## config.mk

```make
export PLATFORM = sky130hd
export DESIGN_NAME = baro_sample_compensation
export DESIGN_NICKNAME = d
export VERILOG_FILES = /design/src/hdl/bsc_pkg.sv /design/src/hdl/bsc_cfg.sv /design/src/hdl/bsc_mul.sv /design/src/hdl/baro_sample_compensation.sv
export SDC_FILE = /design/constraint.sdc
export NUM_CORES = 1
export LEC_CHECK = 0
export ABC_AREA = 1
export BUFFER_PORTS_ARGS = -buffer_cell sky130_fd_sc_hd__buf_2
export CORE_UTILIZATION = 30
export CTS_BUF_LIST = sky130_fd_sc_hd__clkbuf_8
export CTS_CLUSTER_DIAMETER = 200
export CTS_CLUSTER_SIZE = 40
export DETAILED_ROUTE_END_ITERATION = 7
export GPL_ROUTABILITY_DRIVEN = 0
export SYNTH_ARGS = -nofsm -noshare
export SYNTH_HDL_FRONTEND = slang
export SYNTH_SLANG_ARGS = --single-unit
```

## constraint.sdc

```tcl
create_clock -name clk_i -period 4.46 [get_ports clk_i]
set_input_delay 0 -clock clk_i [delete_from_list [all_inputs] [get_ports clk_i]]
set_output_delay 0 -clock clk_i [all_outputs]
set_load 0.02 [all_outputs]
```

## src/hdl/bsc_pkg.sv

```systemverilog
// Shared types, constants and widths for the barometer sample compensation block.
// Used by bsc_cfg, bsc_mul and baro_sample_compensation; depends on nothing.
`default_nettype none

package bsc_pkg;

  // Field and register widths.
  localparam int unsigned CoefW   = 16;
  localparam int unsigned RawW    = 24;
  localparam int unsigned PresW   = 24;
  localparam int unsigned TempW   = 19;
  localparam int unsigned DtW     = 26;
  localparam int unsigned CfgIdxW = 3;

  // Serial multiplier: signed multiplicand, unsigned multiplier, full product.
  localparam int unsigned MulAW   = 40;
  localparam int unsigned MulBW   = 24;
  localparam int unsigned MulPW   = 64;
  localparam int unsigned MulCntW = $clog2(MulBW + 1);

  // Working widths of the pressure path.
  localparam int unsigned OffW    = 40;
  localparam int unsigned DiffW   = 41;

  // Compensation constants.
  localparam int unsigned TempBaseScaled = 64000;  // 2000 hundredths times 32
  localparam int unsigned TShift     = 18;
  localparam int unsigned OffCShift  = 16;
  localparam int unsigned SensCShift = 15;
  localparam int unsigned OffTShift  = 7;
  localparam int unsigned SensTShift = 8;
  localparam int unsigned SensShift  = 21;
  localparam int unsigned PShift     = 10;
  localparam int unsigned XpShift    = 5;

  // Input kinds.
  localparam logic OP_TEMP = 1'b0;
  localparam logic OP_PRES = 1'b1;

  // Register indexes.
  localparam logic [CfgIdxW-1:0] IDX_SENS      = 3'd0;
  localparam logic [CfgIdxW-1:0] IDX_OFFSET    = 3'd1;
  localparam logic [CfgIdxW-1:0] IDX_SENS_TC   = 3'd2;
  localparam logic [CfgIdxW-1:0] IDX_OFFSET_TC = 3'd3;
  localparam logic [CfgIdxW-1:0] IDX_REF_TEMP  = 3'd4;
  localparam logic [CfgIdxW-1:0] IDX_TEMP_SENS = 3'd5;

  // Multiplier bit counts for the two operand kinds.
  localparam logic [MulCntW-1:0] NBITS_COEF = MulCntW'(CoefW);
  localparam logic [MulCntW-1:0] NBITS_RAW  = MulCntW'(RawW);

  // The six calibration words.
  typedef struct packed {
    logic [CoefW-1:0] sens;
    logic [CoefW-1:0] offset;
    logic [CoefW-1:0] sens_tc;
    logic [CoefW-1:0] offset_tc;
    logic [CoefW-1:0] ref_temp;
    logic [CoefW-1:0] temp_sens;
  } coef_t;

  // Request to the serial multiplier.
  typedef struct packed {
    logic               start;
    logic [MulCntW-1:0] nbits;
  } mul_req_t;

  // Sequencer states.
  typedef enum logic [3:0] {
    S_IDLE,
    S_TMUL,
    S_OMUL,
    S_SMUL,
    S_PMUL,
    S_PFIN,
    S_OUT
  } bsc_state_e;

endpackage

`default_nettype wire

```

## src/hdl/bsc_cfg.sv

```systemverilog
// Calibration word register file for the barometer sample compensation block.
// Depends on bsc_pkg for the register indexes and the coef_t struct.
`default_nettype none

module bsc_cfg import bsc_pkg::*; (
  input  wire logic               clk_i,
  input  wire logic               rst_ni,
  input  wire logic               cfg_we_i,
  input  wire logic [CfgIdxW-1:0] cfg_idx_i,
  input  wire logic [CoefW-1:0]   cfg_data_i,
  output coef_t                   coef_o
);

  coef_t coef_q;

  // Write one word per enabled cycle; indexes past the list are dropped.
  always_ff @(posedge clk_i or negedge rst_ni) begin
    if (!rst_ni) begin
      coef_q <= '0;
    end else if (cfg_we_i) begin
      case (cfg_idx_i)
        IDX_SENS:      coef_q.sens      <= cfg_data_i;
        IDX_OFFSET:    coef_q.offset    <= cfg_data_i;
        IDX_SENS_TC:   coef_q.sens_tc   <= cfg_data_i;
        IDX_OFFSET_TC: coef_q.offset_tc <= cfg_data_i;
        IDX_REF_TEMP:  coef_q.ref_temp  <= cfg_data_i;
        IDX_TEMP_SENS: coef_q.temp_sens <= cfg_data_i;
        default: ;
      endcase
    end
  end

  assign coef_o = coef_q;

endmodule

`default_nettype wire

```

## src/hdl/bsc_mul.sv

```systemverilog
// Bit-serial shift-and-add multiplier: signed multiplicand, unsigned multiplier.
// Depends on bsc_pkg for the mul_req_t request struct.
`default_nettype none

module bsc_mul import bsc_pkg::*; #(
  parameter int unsigned AW = MulAW,
  parameter int unsigned BW = MulBW,
  parameter int unsigned PW = MulPW
) (
  input  wire logic                 clk_i,
  input  wire logic                 rst_ni,
  input  wire mul_req_t             req_i,
  input  wire logic signed [AW-1:0] a_i,
  input  wire logic        [BW-1:0] b_i,
  output logic                      done_o,
  output logic signed [PW-1:0]      p_o
);

  logic                busy_q;
  logic                done_q;
  logic [MulCntW-1:0]  cnt_q;
  logic signed [PW-1:0] mcand_q;
  logic        [BW-1:0] mplier_q;
  logic signed [PW-1:0] acc_q;

  // Control: count down one multiplier bit per cycle, pulse done at the end.
  always_ff @(posedge clk_i or negedge rst_ni) begin
    if (!rst_ni) begin
      busy_q <= 1'b0;
      done_q <= 1'b0;
      cnt_q  <= '0;
    end else begin
      done_q <= 1'b0;
      if (req_i.start) begin
        busy_q <= 1'b1;
        cnt_q  <= req_i.nbits;
      end else if (busy_q) begin
        cnt_q <= cnt_q - 1'b1;
        if (cnt_q == MulCntW'(1)) begin
          busy_q <= 1'b0;
          done_q <= 1'b1;
        end
      end
    end
  end

  // Datapath: add the shifted multiplicand when the low multiplier bit is set.
  always_ff @(posedge clk_i) begin
    if (req_i.start) begin
      mcand_q  <= PW'(a_i);
      mplier_q <= b_i;
      acc_q    <= '0;
    end else if (busy_q) begin
      if (mplier_q[0]) begin
        acc_q <= acc_q + mcand_q;
      end
      mcand_q  <= mcand_q <<< 1;
      mplier_q <= mplier_q >> 1;
    end
  end

  assign done_o = done_q;
  assign p_o    = acc_q;

endmodule

`default_nettype wire

```

## src/hdl/baro_sample_compensation.sv

```systemverilog
// Top level of the barometer sample compensation block: sequencer and datapath.
// Depends on bsc_pkg, bsc_cfg and bsc_mul.
//
//   Channel  Signals                       Words
//   s_axis   tvalid tready tdata tuser     raw conversion in, tuser = opcode
//   m_axis   tvalid tready tdata tuser     pressure and temperature out
//   cfg      cfg_we_i cfg_idx_i cfg_data_i calibration word writes
//
// A temperature word takes one multiplication (dT*C6) and a pressure word three
// (offset, sensitivity and pressure products), all on the shared bit-serial
// multiplier, one multiplier bit per cycle (16 bits for a calibration word, 24
// for the raw sample).
// Reset clears the calibration words, the kept difference and temperatures.
// A new word is taken once the previous one has reached the output register;
// a stalled output holds the sequencer in its final state.
`default_nettype none

module baro_sample_compensation import bsc_pkg::*; (
  input  wire logic               clk_i,
  input  wire logic               rst_ni,
  // Input words.
  input  wire logic               s_axis_tvalid,
  output logic                    s_axis_tready,
  input  wire logic [RawW-1:0]    s_axis_tdata,   // raw_sample[23:0]
  input  wire logic               s_axis_tuser,   // opcode
  // Result words.
  output logic                    m_axis_tvalid,
  input  wire logic               m_axis_tready,
  output logic [47:0]             m_axis_tdata,   // pressure_out[23:0], temperature_out[42:24]
  output logic                    m_axis_tuser,   // updated
  // Configuration writes.
  input  wire logic               cfg_we_i,
  input  wire logic [CfgIdxW-1:0] cfg_idx_i,
  input  wire logic [CoefW-1:0]   cfg_data_i
);

  coef_t      coef;
  mul_req_t   mul_req;
  logic signed [MulAW-1:0] mul_a;
  logic        [MulBW-1:0] mul_b;
  logic                    mul_done;
  logic signed [MulPW-1:0] mul_p;

  bsc_state_e state_q, state_d;

  logic signed [DtW-1:0]   dt_q, dt_d;
  logic signed [TempW-1:0] pend_q, pend_d;
  logic signed [PresW-1:0] shown_p_q, shown_p_d;
  logic signed [TempW-1:0] shown_t_q, shown_t_d;
  logic                    upd_q, upd_d;
  logic        [RawW-1:0]  raw_q, raw_d;
  logic signed [OffW-1:0]  off_q, off_d;
  logic signed [DiffW-1:0] diff_q, diff_d;

  logic                    out_valid_q, out_valid_d;
  logic signed [PresW-1:0] out_p_q;
  logic signed [TempW-1:0] out_t_q;
  logic                    out_u_q;
  logic                    out_load;

  logic signed [DtW-1:0]   dt_in;
  logic signed [24:0]      t_scaled;
  logic signed [25:0]      t_sum;
  logic signed [25:0]      t_adj;
  logic signed [TempW-1:0] pend_new;
  logic signed [OffW-1:0]  off_new;
  logic signed [MulAW-1:0] sens_new;
  logic signed [DiffW-1:0] diff_new;
  logic signed [30:0]      p_shr;
  logic signed [30:0]      p_adj;
  logic signed [PresW-1:0] pres_new;

  bsc_cfg u_cfg (
    .clk_i      (clk_i),
    .rst_ni     (rst_ni),
    .cfg_we_i   (cfg_we_i),
    .cfg_idx_i  (cfg_idx_i),
    .cfg_data_i (cfg_data_i),
    .coef_o     (coef)
  );

  bsc_mul #(
    .AW (MulAW),
    .BW (MulBW),
    .PW (MulPW)
  ) u_mul (
    .clk_i  (clk_i),
    .rst_ni (rst_ni),
    .req_i  (mul_req),
    .a_i    (mul_a),
    .b_i    (mul_b),
    .done_o (mul_done),
    .p_o    (mul_p)
  );

  // Temperature difference against the reference reading.
  assign dt_in = $signed({2'b00, s_axis_tdata})
               - $signed({2'b00, coef.ref_temp, 8'h00});

  // Pending temperature: (64000 + (dT*C6 >>> 18)) / 32, truncated toward zero.
  assign t_scaled = 25'(mul_p >>> TShift);
  assign t_sum    = {t_scaled[24], t_scaled} + 26'(TempBaseScaled);
  assign t_adj    = t_sum[25] ? (t_sum + 26'sd31) : t_sum;
  assign pend_new = TempW'(t_adj >>> XpShift);

  // Offset and sensitivity from the temperature-coefficient products.
  assign off_new  = $signed({{(OffW-CoefW-OffCShift){1'b0}}, coef.offset, 16'h0000})
                  + OffW'(mul_p >>> OffTShift);
  assign sens_new = $signed({{(MulAW-CoefW-SensCShift){1'b0}}, coef.sens, 15'h0000})
                  + MulAW'(mul_p >>> SensTShift);

  // Pressure: ((raw*sens >>> 21) - off) >>> 10, then / 32 toward zero.
  assign diff_new = DiffW'(mul_p >>> SensShift) - DiffW'(off_q);
  assign p_shr    = 31'(diff_q >>> PShift);
  assign p_adj    = p_shr[30] ? (p_shr + 31'sd31) : p_shr;
  assign pres_new = PresW'(p_adj >>> XpShift);

  assign out_load = !out_valid_q || m_axis_tready;

  // Sequencer state register and kept state.
  always_ff @(posedge clk_i or negedge rst_ni) begin
    if (!rst_ni) begin
      state_q     <= S_IDLE;
      dt_q        <= '0;
      pend_q      <= '0;
      shown_p_q   <= '0;
      shown_t_q   <= '0;
      upd_q       <= 1'b0;
      out_valid_q <= 1'b0;
    end else begin
      state_q     <= state_d;
      dt_q        <= dt_d;
      pend_q      <= pend_d;
      shown_p_q   <= shown_p_d;
      shown_t_q   <= shown_t_d;
      upd_q       <= upd_d;
      out_valid_q <= out_valid_d;
    end
  end

  // Working registers of the pressure path.
  always_ff @(posedge clk_i) begin
    raw_q  <= raw_d;
    off_q  <= off_d;
    diff_q <= diff_d;
  end

  // Output register, loaded when the sequencer finishes a word.
  always_ff @(posedge clk_i) begin
    if (state_q == S_OUT && out_load) begin
      out_p_q <= shown_p_q;
      out_t_q <= shown_t_q;
      out_u_q <= upd_q;
    end
  end

  // Next state, multiplier requests and datapath updates.
  always_comb begin
    state_d       = state_q;
    dt_d          = dt_q;
    pend_d        = pend_q;
    shown_p_d     = shown_p_q;
    shown_t_d     = shown_t_q;
    upd_d         = upd_q;
    raw_d         = raw_q;
    off_d         = off_q;
    diff_d        = diff_q;
    out_valid_d   = out_valid_q && !m_axis_tready;
    mul_req.start = 1'b0;
    mul_req.nbits = NBITS_COEF;
    mul_a         = MulAW'(dt_q);
    mul_b         = MulBW'(coef.offset_tc);
    s_axis_tready = 1'b0;

    case (state_q)
      S_IDLE: begin
        s_axis_tready = 1'b1;
        if (s_axis_tvalid) begin
          mul_req.start = 1'b1;
          if (s_axis_tuser == OP_TEMP) begin
            dt_d    = dt_in;
            mul_a   = MulAW'(dt_in);
            mul_b   = MulBW'(coef.temp_sens);
            state_d = S_TMUL;
          end else begin
            raw_d   = s_axis_tdata;
            state_d = S_OMUL;
          end
        end
      end
      S_TMUL: begin
        if (mul_done) begin
          pend_d  = pend_new;
          upd_d   = 1'b0;
          state_d = S_OUT;
        end
      end
      S_OMUL: begin
        if (mul_done) begin
          off_d         = off_new;
          mul_req.start = 1'b1;
          mul_b         = MulBW'(coef.sens_tc);
          state_d       = S_SMUL;
        end
      end
      S_SMUL: begin
        if (mul_done) begin
          mul_req.start = 1'b1;
          mul_req.nbits = NBITS_RAW;
          mul_a         = sens_new;
          mul_b         = raw_q;
          state_d       = S_PMUL;
        end
      end
      S_PMUL: begin
        if (mul_done) begin
          diff_d  = diff_new;
          state_d = S_PFIN;
        end
      end
      S_PFIN: begin
        shown_p_d = pres_new;
        shown_t_d = pend_q;
        upd_d     = 1'b1;
        state_d   = S_OUT;
      end
      S_OUT: begin
        if (out_load) begin
          out_valid_d = 1'b1;
          state_d     = S_IDLE;
        end
      end
      default: begin
        state_d = S_IDLE;
      end
    endcase
  end

  assign m_axis_tvalid = out_valid_q;
  assign m_axis_tdata  = {5'b00000, out_t_q, out_p_q};
  assign m_axis_tuser  = out_u_q;

endmodule

`default_nettype wire
```

# After elaboration in Yosys (flattened, before gate mapping)
# Cells that the tools add are included.
# W data, S select, Z words.
# word_totals
out_inout_bits,51
in_bits,49
reg_bits,498
# classes
n_eq_ne,18
reduce_logical,23
bitwise,1
n_mux,41
add_sub_neg,9
# op_table
operator,count
$mux W64,2
$mux W40,3
$mux W24,4
$pmux W40 S2,1
$pmux W24 S3,1
$add A64 B64 Y64,1
$mux W16,3
$sub A41 B40 Y41,1
$add A32 B40 Y40,1
$add A33 B40 Y40,1
$add A29 B6 Y29 const B,1
$mux W29,1
$pmux W4 S7,1
$add A25 B17 Y26 const B,1
$sub A24 B24 Y25,1
$add A24 B6 Y24 const B,1
$mux W4,6
$reduce_and A2 Y1,11
$mux W5,3
$eq A4 B3 Y1 const B,3
$mux W1,12
$eq A4 B2 Y1 const B,2
$ne A2 B1 Y1 const B,4
$eq A3 B2 Y1 const B,2
other kinds (19),25

# Depth between registers and ports, before layout
# depth
word_depth,5
depth_mapped,16
depth_no_buf,16

# By module
# From an unflattened synthesis, not the netlist that was laid out.
# hier_totals
hier_cells,4446
hier_area_um2,31778.0
# by_module_without_submodules
mod,n_inst,seq_area_each_um2,cells_per_inst,area_each_um2
baro_sample_compensation,1,6446.2,2006,15720.1
bsc_mul,1,4098.9,2015,12283.0
bsc_cfg,1,2402.3,425,3774.9

# Worst setup path after synthesis
# No wires, ideal clock.
# synth_path
path_type,register to register
start,register state_q[1]
end,register u_mul.mcand_q[0] (enable)
path_buffers,1
arrival_ns,3.197
setup_slack_ns,0.813
path_stages_with_launch,9
period_less_slack_ns,3.647
cell_sequence,dfrtp_1 inv_2 nand2_1 nor2_4 nand2_1 nand2_1 inv_2 buf_2 nand2_1
# synth_between
elab_chain_cells,3
word_cells_on_any_way,5
classes_between,eq/ne (2); mux (1); reduce/logical (2)
# synth_lines
item,line,text
from (decl),baro_sample_compensation.sv:44,"bsc_state_e state_q, state_d;"
from (signal assigned),baro_sample_compensation.sv:131,state_q <= state_d;
$eq A4 B2 Y1 or $logic_not A4 Y1 (tied branches),baro_sample_compensation.sv:175,case (state_q)
$pmux W1 S3 (*),baro_sample_compensation.sv:175,
$reduce_bool A2 Y1 (no line) (*),--,
to (signal assigned),bsc_mul.sv:50,mcand_q <= PW'(a_i);
to (signal assigned),bsc_mul.sv:57,mcand_q <= mcand_q <<< 1;
to (decl),bsc_mul.sv:22,logic signed [PW-1:0] mcand_q;
# Mark *: on every way between the ends. The rest lies on a longest branch, timed or not.
# A chain may end at the register's enable or synchronous reset.

# Worst setup path in the final report
# layout_path
start,register u_cfg.coef_q (netlist bit u_cfg.coef_o[16])
end,"register u_mul.mcand_q[61], data pin"
# layout_between
elab_chain_cells,5
# layout_lines
item,line,text
from (decl),bsc_cfg.sv:14,coef_t coef_q;
$sub A24 B24 Y25,baro_sample_compensation.sv:98,"- $signed({2'b00, coef.ref_temp, 8'h00});"
$mux W40,baro_sample_compensation.sv:180,if (s_axis_tuser == OP_TEMP) begin
$mux W40,baro_sample_compensation.sv:178,if (s_axis_tvalid) begin
$pmux W40 S2,baro_sample_compensation.sv:175,
$mux W64,bsc_mul.sv:49,if (req_i.start) begin
# No other way between the ends.

==> impl_metrics.json <==
{
  "n_fill_cell": 10600,
  "power_switching_mw": 13.0,
  "syn_to_final_growth_pct": 9.25,
  "grtUsageTotal": 0.186,
  "post-place-cells": 5354,
  "layout_commonest_cell": "nand2_1",
  "detailedRoute.firstPassIterationCount": 8,
  "mostFrequentLayoutCells": "1162 x nand2_1, 579 x inv_1, 373 x nor2_1",
  "vias_per_cell": 4.96,
  "fin_nets": 4346,
  "post-dp-hpwl_mm": 74.5,
  "yosys_warnings": 0,
  "critPathArrivalTime_ns": 3.72,
  "yosys.area.top_type_share": 0.224,
  "rsz0062_at_grt": "no",
  "clk-insertion-delay-late_ns": 0.75,
  "hp-class": "input port to async pin",
  "status": "finished with violations",
  "drc": 0,
  "core_um2": 98900,
  "drive_gt1_frac": 0.0496,
  "worstPathCellList": "ha_1 -> fa_1 -> o21ai_2 -> nand2_1 -> nand2_1 -> nand2_1 -> nand2_1 -> nand2_2 -> a21oi_4 -> nand3_1 -> nand2_2 -> nand2_1",
  "max-cap-violations": 0,
  "grt_pass1_wl_mm": 148,
  "violations": "hold timing",
  "yosysTopAreaCell": "edfxtp_1",
  "cp_top_family": "simple AND/OR/NAND/NOR gates",
  "slew_headroom": 0.217,
  "synthArstFlopShare": 0.405,
  "antenna_left": 0,
  "critPathLaunchType": "flop",
  "p_seq_frac": 0.322,
  "synthCells": 4039,
  "cp_common_cell": "nand2_1",
  "io_pins": 100,
  "switching_share": 0.527,
  "finalSetupViolations": 0,
  "fmax_ghz": 0.305,
  "synth_area_um2": 30000,
  "die_h_um": 318,
  "leakagePower_nw": 15.6,
  "power-per-cell-area_nw_per_um2": 750,
  "cts_max_path_buffers": 3,
  "worst_path_max_delay_cell": "nand2_2",
  "final_hold_viol_count": 30,
  "finalClockSkew_ns": 0.127,
  "comb_power_share": 0.606,
  "criticalPathCategory": "flop to flop",
  "grt_max_degree": 113,
  "antenna_found_initial": 5,
  "wirelength_mm": 95.8,
  "drt_iter0_drc": 2562,
  "port-buffer-count": 94,
  "pwr-share-clk": 0.072,
  "synth_edf_count": 224,
  "synthFlopType": "edfxtp_1",
  "first_global_vias": 25400,
  "tritoncts": "done",
  "clkSlewWorstSetupHoldPaths_ns": 0.25,
  "start_util": 0.304,
  "root_buffer": "clkbuf_8",
  "routedWlPerCell_um": 17.6,
  "cts_num_sinks": 481,
  "period_share": 0.735,
  "cp_data_required_time_ns": 4.90,
  "htree_levels": 1,
  "rows": 115,
  "syn_avg_cell_area_um2": 7.44,
  "cts_made_buffers": 16,
  "worst_pin_slew_ns": 1.17,
  "slew_viol_final": 0,
  "intPower_mw": 11.7,
  "cts_setup_buffers": 0,
  "ys_ff_latch": 481,
  "yosys-top-cells-area": "edfxtp_1 22%, dfrtp_1 16%, nand2_1 15%",
  "die_w_um": 318,
  "yosysUniqueCellTypes": 58,
  "end_kind": "flop",
  "finalNonFillerCells": 5440,
  "period_minus_slack_ns": 3.28,
  "overflow": 0,
  "setup_tns_ns": 0,
  "cp.buffers_inverters": 0,
  "crit_fanout": 23,
  "holdWs_ns": -0.0325,
  "place_area_um2": 31900,
  "ir_worst_vdd_mv": 0.345,
  "critPathMaxStageDelay_ns": 0.47,
  "final_area_um2": 32800,
  "ys_seq_area_frac": 0.428,
  "via_count": 27000,
  "dieArea_um2": 101000
}
[power groups by stage]
stage | Clock (mW) | Combinational [mW] | Sequential (mW)
2_1_floorplan | 0 | 10.4 | 7.50
3_3_place_gp | 0 | 14.4 | 8.01
3_5_place_dp | 0 | 14.5 | 8.02
4_1_cts | 1.83 | 14.7 | 7.91
5_1_grt | 1.95 | 16.7 | 8.05
6_report | 1.78 | 14.9 | 7.93
[path summary, 6_finish.rpt]
check,start,to,slack (ns),cells after the start
max in group asynchronous,rst_ni,u_cfg.coef_o[74],3.10,3
setup / recovery,u_cfg.coef_o[16],u_mul.mcand_q[61],1.18,12
hold reg to reg,shown_p_q[5],out_p_q[5],0.47,0
setup reg to reg,u_cfg.coef_o[16],u_mul.mcand_q[61],1.18,12
hold / removal,rst_ni,pend_q[1],-0.03,2
min in group clk_i,s_axis_tdata[14],raw_q[14],0.04,2
[stage by stage]
stage               hold WS, ns   util  total power, mW  worst slack [ns]
floorplan                -0.296      -             17.9             0.813
global placement          0.195  0.323             22.4              1.34
detailed placement        0.196  0.323             22.5              1.30
CTS                      0.0118  0.332             24.4              1.21
global route             0.0241  0.332             26.6             0.939
finish                  -0.0325  0.332             24.6              1.18
[Yosys cell counts, types with 5 or more instances]
master    instances
or2_2            15
nand3_1         238
nor2_1          376
inv_1           571
buf_2            28
nand2_1        1166
a21oi_1         263
nand3b_1         15
o211ai_1          6
inv_2            15
clkbuf_1         49
buf_4             7
a22o_1            7
dfxtp_1          62
nand4_1          37
xnor2_1          20
dfrtp_1         195
o22ai_1           5
a31oi_1          27
buf_1             5
nand2_2          14
a221oi_1          9
nor2_2            6
o21ai_0         291
o21ai_1          20
ha_1            152
nor3_1           41
o21bai_1         27
xor2_1           79
edfxtp_1        224
a41oi_1           8
a21o_1            8
[state kept, by name (all words and copies together) (netlist names), 3 cells and up]
name / flops
u_mul.mcand_q: 62
u_cfg.coef_o: 96
pend_q: 19
out_p_q: 24
out_t_q: 19
shown_t_q: 19
state_q: 3
off_q: 40
dt_q: 25
diff_q: 30
u_mul.p_o: 62
u_mul.cnt_q: 5
raw_q: 24
u_mul.mplier_q: 24
shown_p_q: 24
[final cells by class]
cell class                 instances  area, um^2  area share
antenna                            2        5.00    0.000153
clock buffer                      16         220     0.00671
clock inverter                    12        81.3     0.00248
inverter                         588        2210      0.0673
multi-input combinational       2883       14600       0.446
sequential                       481       12800       0.392
tap                             1287        1610      0.0491
timing repair buffer             171        1220      0.0373
[timing repair]
| item | 4_1_cts | 5_1_grt |
|---|---|---|
| hold endpoints to repair | 300 | 0 |
| resized for setup | 0 | 0 |
| hold buffers | 56 | 0 |
[layer usage]
metal / GRT usage / vias to the layer above / wire, um
met5: 0 / - / 0
met4: 0.0601 / 0 / 3470
met3: 0.0228 / 149 / 6560
met2: 0.298 / 935 / 42400
met1: 0.258 / 12600 / 43400
li1: - / 13300 / -
[worst register-to-register path: cells and delay by family, from the launching register on]
kind                       cells  cell delay, ns
adders and majority gates      2            0.63
AOI/OAI and AO/OA              2            0.57
DFF                            1            0.44
and+or+nand+nor                8            1.36
[cells by family after synthesis]
group	Yosys count	share of synthesized area
AND/OR/NAND/NOR	1927	0.263
AO/OA/AOI/OAI	696	0.127
XOR/XNOR	99	0.0289
flip-flops	481	0.428
other	1	0.000125
adder cells (fa/ha/maj)	156	0.0660
buffers and inverters	679	0.0874
No activity file was read; power rests on OpenSTA's default activity.
